**config.mk**
```make
export PLATFORM = sky130hd
export DESIGN_NAME = spibd_ctrl
export DESIGN_NICKNAME = d
export VERILOG_FILES = /design/src/rtl/spibd_pkg.sv /design/src/rtl/spibd_ctrl.sv
export SDC_FILE = /design/constraint.sdc
export NUM_CORES = 1
export LEC_CHECK = 0
export BUFFER_PORTS_ARGS = -buffer_cell sky130_fd_sc_hd__buf_4
export CELL_PAD_IN_SITES_DETAIL_PLACEMENT = 0
export CELL_PAD_IN_SITES_GLOBAL_PLACEMENT = 1
export CORE_UTILIZATION = 42
export DETAILED_ROUTE_END_ITERATION = 10
export PLACE_DENSITY = 0.91
export SLEW_MARGIN = 20
export SYNTH_ARGS = -nofsm -noshare
export SYNTH_HDL_FRONTEND = slang
export SYNTH_SLANG_ARGS = --single-unit
```
**constraint.sdc**
```tcl
create_clock -name i_clk -period 2.5 [get_ports i_clk]
set_clock_uncertainty 0.05 [all_clocks]
set_input_delay 0.5 -clock i_clk [delete_from_list [all_inputs] [get_ports i_clk]]
set_output_delay 0.5 -clock i_clk [all_outputs]
set_load 0.02 [all_outputs]
```
**src/rtl/spibd_pkg.sv**
```systemverilog
// ----------------------------------------------------------------------------
// spibd_pkg
// Shared types, constants and lookup functions for the SPI baud divider search.
// ----------------------------------------------------------------------------
package spibd_pkg;

    localparam int CLK_W  = 29;   // peripheral clock register
    localparam int REQ_W  = 32;   // requested rate / error
    localparam int RATE_W = 28;   // prescaled clock and candidate rates

    localparam logic [1:0] PRE_LAST    = 2'd3;
    localparam logic [1:0] PRE_THREE   = 2'd1;  // prescaler table entry with value 3
    localparam logic [3:0] SCL_DIV_IDX = 4'd2;  // scaler 6: not a power of two
    localparam logic [3:0] SCL_LAST    = 4'd15;

    localparam logic [CLK_W-1:0] PCLK_RESET = 29'd84000000;

    typedef enum logic [3:0] {
        OP_NONE,
        OP_START,       // latch request, clear best candidate
        OP_PRE_MUL,     // divider stage 1 on the doubled/base clock
        OP_PRE_LOAD,    // capture prescaled clock
        OP_S6_MUL,      // divider stage 1 on prescaled clock / 2, by three
        OP_S6_LOAD,     // capture divide-by-six candidate
        OP_EVAL_SHIFT,  // evaluate a power-of-two scaler candidate
        OP_EVAL_CAND,   // evaluate the captured candidate
        OP_OUT_LOAD     // move best candidate to the output register
    } t_op;

    typedef struct packed {
        t_op        op;
        logic       dbl;
        logic [1:0] psel;
        logic [3:0] ssel;
    } t_cmd;

    // floor(2^32 / d) for d in {2, 3, 5, 7}
    function automatic logic [31:0] pre_recip(input logic [1:0] sel);
        logic [31:0] r;
        case (sel)
            2'd0:    r = 32'h8000_0000;
            2'd1:    r = 32'h5555_5555;
            2'd2:    r = 32'h3333_3333;
            2'd3:    r = 32'h2492_4924;
            default: r = 32'h8000_0000;
        endcase
        return r;
    endfunction

    function automatic logic [2:0] pre_value(input logic [1:0] sel);
        logic [2:0] r;
        case (sel)
            2'd0:    r = 3'd2;
            2'd1:    r = 3'd3;
            2'd2:    r = 3'd5;
            2'd3:    r = 3'd7;
            default: r = 3'd2;
        endcase
        return r;
    endfunction

    // Right shift for scalers 2,4,(6),8,16..32768; index 2 goes through the divider
    function automatic logic [3:0] scl_shift(input logic [3:0] ssel);
        logic [3:0] r;
        case (ssel)
            4'd0:    r = 4'd1;
            4'd1:    r = 4'd2;
            4'd2:    r = 4'd1;
            4'd3:    r = 4'd3;
            default: r = ssel;
        endcase
        return r;
    endfunction

endpackage

```
**src/rtl/spibd_ctrl.sv**
```systemverilog
// ----------------------------------------------------------------------------
// spibd_ctrl
// Sequencer: walks doubler, prescaler and scaler indexes, issues datapath
// commands and runs the input/output handshakes.
// ----------------------------------------------------------------------------
module spibd_ctrl (
    input  logic            i_clk,
    input  logic            i_rst_n,
    input  logic            i_valid,
    output logic            o_stall,
    output logic            o_valid,
    input  logic            i_stall,
    output spibd_pkg::t_cmd o_cmd
);

    typedef enum logic [2:0] {
        S_IDLE,
        S_PRE_MUL,
        S_PRE_FIX,
        S_SCL,
        S_S6_FIX,
        S_S6_EVAL,
        S_DONE
    } t_state;

    t_state     r_state;
    logic       r_busy;
    logic       r_out_valid;
    logic       r_dbl;
    logic [1:0] r_psel;
    logic [3:0] r_ssel;

    logic       w_out_free;
    logic       w_out_xfer;

    assign w_out_xfer = r_out_valid && !i_stall;
    assign w_out_free = !r_out_valid || !i_stall;

    always_comb begin
        o_cmd      = '0;
        o_cmd.op   = spibd_pkg::OP_NONE;
        o_cmd.dbl  = r_dbl;
        o_cmd.psel = r_psel;
        o_cmd.ssel = r_ssel;
        case (r_state)
            S_IDLE: begin
                if (i_valid) begin
                    o_cmd.op = spibd_pkg::OP_START;
                end
            end
            S_PRE_MUL: o_cmd.op = spibd_pkg::OP_PRE_MUL;
            S_PRE_FIX: o_cmd.op = spibd_pkg::OP_PRE_LOAD;
            S_SCL: begin
                if (r_ssel == spibd_pkg::SCL_DIV_IDX) begin
                    o_cmd.op = spibd_pkg::OP_S6_MUL;
                end else begin
                    o_cmd.op = spibd_pkg::OP_EVAL_SHIFT;
                end
            end
            S_S6_FIX:  o_cmd.op = spibd_pkg::OP_S6_LOAD;
            S_S6_EVAL: o_cmd.op = spibd_pkg::OP_EVAL_CAND;
            S_DONE: begin
                if (w_out_free) begin
                    o_cmd.op = spibd_pkg::OP_OUT_LOAD;
                end
            end
            default: o_cmd.op = spibd_pkg::OP_NONE;
        endcase
    end

    always_ff @(posedge i_clk) begin
        if (!i_rst_n) begin
            r_state     <= S_IDLE;
            r_busy      <= 1'b0;
            r_out_valid <= 1'b0;
            r_dbl       <= 1'b0;
            r_psel      <= '0;
            r_ssel      <= '0;
        end else begin
            // a new result may replace one that leaves in the same cycle
            if (r_state == S_DONE && w_out_free) begin
                r_out_valid <= 1'b1;
            end else if (w_out_xfer) begin
                r_out_valid <= 1'b0;
            end
            case (r_state)
                S_IDLE: begin
                    if (i_valid) begin
                        r_state <= S_PRE_MUL;
                        r_busy  <= 1'b1;
                        r_dbl   <= 1'b0;
                        r_psel  <= '0;
                        r_ssel  <= '0;
                    end
                end
                S_PRE_MUL: r_state <= S_PRE_FIX;
                S_PRE_FIX: begin
                    r_state <= S_SCL;
                    r_ssel  <= '0;
                end
                S_SCL, S_S6_EVAL: begin
                    if (r_state == S_SCL && r_ssel == spibd_pkg::SCL_DIV_IDX) begin
                        r_state <= S_S6_FIX;
                    end else if (r_ssel != spibd_pkg::SCL_LAST) begin
                        r_state <= S_SCL;
                        r_ssel  <= r_ssel + 4'd1;
                    end else if (r_psel != spibd_pkg::PRE_LAST) begin
                        r_state <= S_PRE_MUL;
                        r_psel  <= r_psel + 2'd1;
                    end else if (!r_dbl) begin
                        r_state <= S_PRE_MUL;
                        r_dbl   <= 1'b1;
                        r_psel  <= '0;
                    end else begin
                        r_state <= S_DONE;
                    end
                end
                S_S6_FIX: r_state <= S_S6_EVAL;
                S_DONE: begin
                    if (w_out_free) begin
                        r_state <= S_IDLE;
                        r_busy  <= 1'b0;
                    end
                end
                default: begin
                    r_state <= S_IDLE;
                    r_busy  <= 1'b0;
                end
            endcase
        end
    end

    assign o_stall = r_busy;
    assign o_valid = r_out_valid;

    a_busy_state : assert property (@(posedge i_clk) disable iff (!i_rst_n)
        r_busy == (r_state != S_IDLE))
        else $error("busy flag out of step with sequencer state");

    a_accept_starts : assert property (@(posedge i_clk) disable iff (!i_rst_n)
        (r_state == S_IDLE && i_valid) |=> (r_state == S_PRE_MUL))
        else $error("accepted transfer did not start a search");

    a_scale6_divider : assert property (@(posedge i_clk) disable iff (!i_rst_n)
        (r_state == S_SCL && r_ssel == spibd_pkg::SCL_DIV_IDX) |=> (r_state == S_S6_FIX))
        else $error("scaler 6 skipped the divider");

    a_done_waits : assert property (@(posedge i_clk) disable iff (!i_rst_n)
        (r_state == S_DONE && r_out_valid && i_stall) |=> (r_state == S_DONE))
        else $error("result overwrote a pending output transfer");

endmodule

```
* Word-level counts from Yosys, hierarchy flattened
Index checks and enable logic that the tools add are counted.
Word-level totals: flip-flop bits (word level) 12, bits in latches 0, memory bits (writable) 0, memory bits (read-only) 0, output and inout bits 13, logic and storage cells 73, memories 0
Operators by class: add/sub/neg operators 2, $mul 0, div/mod/pow operators 0, magnitude comparators 0, equal/unequal tests 16, shifts and indexed selects 0, mux-type cells 31, bitwise logic cells 1, reduce and logical (&&, ||, !) cells 17
Operators with widths (number):
- 4-bit one-hot mux with 7 select lines | 1
- 3-bit two-way mux | 6
- 3-bit one-hot mux with 6 select lines | 1
- 4-bit two-way mux | 4
- 2-bit inequality test (second input constant) | 7
- 2-bit two-way mux | 6
- 4-bit one-hot mux with 3 select lines | 1
- 5-bit AND reduction | 2
- 3-bit equality test (second input constant) | 3
- 1-bit two-way mux | 9
- 3-bit by 2-bit equality test with 1-bit output (second input constant) | 2
- 5-bit OR reduction | 1
- 4-bit by 1-bit adder with 4-bit output (second input constant) | 1
- 4-bit by 2-bit equality test with 1-bit output (second input constant) | 1
- 4-bit inequality test (second input constant) | 1
- 2-bit one-hot mux with 2 select lines | 1
- 4-bit AND reduction | 1
- 2-bit nonzero test | 2
- 3-bit by 1-bit equality test with 1-bit output (second input constant) | 1
- 1-bit logical AND | 3
- 3-bit logical NOT | 1
- 3-bit inequality test (second input constant) | 1
- 1-bit one-hot mux with 3 select lines | 1
- 3-bit AND reduction | 1
- 8 further kinds | 9

* Longest topological paths before layout
depth in word-level cells 5, depth in mapped cells 6, gate-level depth less buffers 6

* Worst setup path after synthesis
OpenSTA, ideal clock, no wires.
path type register -> output, start reg r_ssel[0], end out o_cmd[8] in the netlist's numbering, data arrival time 1.414 ns, slack 0.536 ns, stages on the path, launching flop included 7, path buffers 0, cells stage by stage dfxtp_1 > inv_1 > ha_1 > nor3b_1 > nand2_1 > nand2_1 > a21oi_1
RTL lines:
- start, declared | RTL line spibd_ctrl.sv:31 | logic [3:0] r_ssel;
- start signal, assigned | RTL line spibd_ctrl.sv:106 | r_ssel <= r_ssel + 4'd1;
- end, declared | RTL line spibd_ctrl.sv:13 | output spibd_pkg::t_cmd o_cmd

==> impl_metrics.tcl <==
set metrics [dict create \
    power.leakage_nw 0.459 \
    routed_wl_um 2100 \
    first_pass_iters 4 \
    grt_pass1_vias 723 \
    multi_input_area_sq_um 587 \
    hp-class "primary input to register" \
    nFillCells 188 \
    maxCapViolCount 0 \
    die_h_um 48.2 \
    grt_use_met3 0.0333 \
    met1_usage 0.269 \
    path_max_fanout 17 \
    crit_path_cell_trace "o21bai_1 > nor2b_1 > a21oi_1 > buf_4" \
    seq_area_frac_synth 0.268 \
    grt_pass1_wl_um 3210 \
    cts_sinks 12 \
    period_share 0.899 \
    status "finished, final reports clean" \
    synth_compound_area_frac 0.277 \
    cp-end-kind "primary output" \
    rrSetupSlack_ns 0.66 \
    tns_ns 0 \
    cts_resized 0 \
    postRouteAntennaNets 0 \
    required_ns 1.95 \
    p_total_mw 0.508 \
    ys_warn_count 0 \
    worstReg2RegStart "r_ssel[1]" \
    mostFrequentLayoutCells "buf_4 (18), nand2_1 (13), dfxtp_1 (12)" \
    num-nets-final 132 \
    synth_nets 117 \
    wire_per_inst_um 14.1 \
    cp-start-kind "register" \
    async_reset_ff_frac 0 \
    overflow 0 \
    r2r-end "r_psel[1]" \
    clk_latency_ns 0.29 \
    hold_path_depth 3 \
    diodes 0 \
    die_x_um 48.2 \
    ys.flop_type "dfxtp_1" \
    synth_seq_cells 12 \
    area_delta_synth_final_pct 17.3 \
    post_cts_buffers 0 \
    dieArea_sq_um 2320 \
    place_area_sq_um 1010 \
    synth_fa_ha_area_frac 0.0698 \
    avgSynthCellArea_sq_um 8.29 \
    final-hold-violation-count 0 \
    worstPathArrival_ns 1.70 \
    syn_area_sq_um 896 \
    antenna_found_initial 0 \
    max_stage_delay_ns 0.67 \
    max_slew_margin 0.622 \
    synth_xor_area_frac 0.00978 \
    rows 16 \
    yosys.area_share.simple 0.254 \
    busiest_layer "met2" \
    io_pins 17 \
    routabilityCongestion 0.819 \
    final_common_cell "buf_4" \
    synth_cell_type_count 43 \
    start_util 0.452 \
    clkTransAtPathRegs_ns 0.09 \
    fmax_mhz 445 \
    htreeDepth 1 \
    cp_slowest_cell "dfxtp_1" \
    synth_mux_area_frac 0.0447 \
    seq_area_sq_um 240 \
    rr_worst_depth 5 \
    met2_usage 0.317 \
    p_per_area_nw_per_um2 484 \
    synth_top_family_by_area "compound AO/OA/AOI/OAI gates" \
    worstSetupStartpoint "r_state[1]" \
    final.setup.worst_slack_ns 0.253 \
    fin_area_sq_um 1050 \
    drtIter0Drc 31 \
    final_core_util 0.530 \
    hpwl_um 1580 \
    period_needed_ns 2.25 \
    clk_path_buf_depth 2 \
    tightest_slew_ns 0.566 \
    floorplan.core_area_sq_um 1980 \
    grt_setup_unrepaired "no" \
    synth_cells 108 \
    gr-usage-all-layers 0.199 \
    synth_edf_count 0 \
    drv_slew 0 \
    dp_slack_ns 0.609 \
    ctsRootBufferMaster "clkbuf_4" \
    drc 0 \
    via_per_inst 5.77 \
    hp-start "i_stall" \
    peakVddDrop_uv 307 \
    vias 860 \
    grt_max_degree 18 \
    setup_viol 0 \
    cts_tree "done" \
    path_class "register to primary output" \
    cts_made_buffers 3 \
    postCtsHoldBufs 0 \
    hold_end "o_valid" \
    drive_above_1_share 0.230 \
    io_buffers 16 \
]
[cells in the mapped netlist (2+ instances only)]
library cell   n  share of area
inv_1          4          0.017
nand3_1        6          0.034
or3_1          2          0.014
and3_1         3          0.021
o21ai_0        5          0.028
dfxtp_1       12           0.27
a21oi_1        7          0.039
o22ai_1        2          0.014
ha_1           5          0.070
mux2i_1        4          0.045
nand2b_1       2          0.014
nand4_1        4          0.028
nor3b_1        3          0.025
nand2_1       13          0.054
nor2_1         4          0.017
buf_4          2          0.017
buf_2          4          0.022
[stage by stage]
stage,std cells,hold slack [ns]
detailed placement,145,0.440
global placement,145,0.413
global route,149,0.458
CTS,149,0.428
floorplan,108,0.496
finish,149,0.425
[final cells by class]
type,count,share of cell area
Clock buffer,4,0.0345
Inverter,5,0.0179
Multi-Input combinational cell,83,0.558
Sequential cell,12,0.229
Tap cell,27,0.0321
Timing Repair Buffer,18,0.129
[critical path, delay by kind of cell (launching register included)]
family / cells / cell delay (ns)
flops: 1 / 0.67
compound gates: 2 / 0.39
simple gates: 1 / 0.20
buf+inv: 1 / 0.15
[metal layers]
| layer | wire length (um) | vias to the layer above |
|---|---|---|
| met4 | 15 | 0 |
| met3 | 76 | 2 |
| met1 | 985 | 405 |
| met2 | 1020 | 24 |
| li1 | - | 429 |
| met5 | 0 | - |
[worst max path at each step]
stage / to / slack, ns / cells past startpoint
after floorplan: o_cmd[8] / 0.54 / 6
after global placement: o_cmd[7] / 0.61 / 4
after detailed placement: o_cmd[7] / 0.61 / 4
after CTS: o_cmd[7] / 0.26 / 4
after global routing: o_cmd[7] / 0.14 / 4
final: o_cmd[7] / 0.25 / 4
[cell families after synthesis]
logic type               count (synthesis)
AND/OR/NAND/NOR                         42
flip-flops                              12
adder cells (fa/ha/maj)                  5
multiplexers                             4
buffers and inverters                   13
XOR/XNOR                                 1
AO/OA/AOI/OAI                           31
[state kept, by name, indices dropped and copies added (netlist names)]
name and cells:
r_ssel 4, r_state 3, r_psel 2, o_stall 1
o_valid 1, r_dbl 1
[power by group]
group          leakage, nW  switching [mW]  internal, mW
Clock               0.0210          0.0798        0.0887
Combinational        0.340          0.0674        0.0561
Sequential          0.0977          0.0156         0.201
Power figures use the tool's default switching activity.
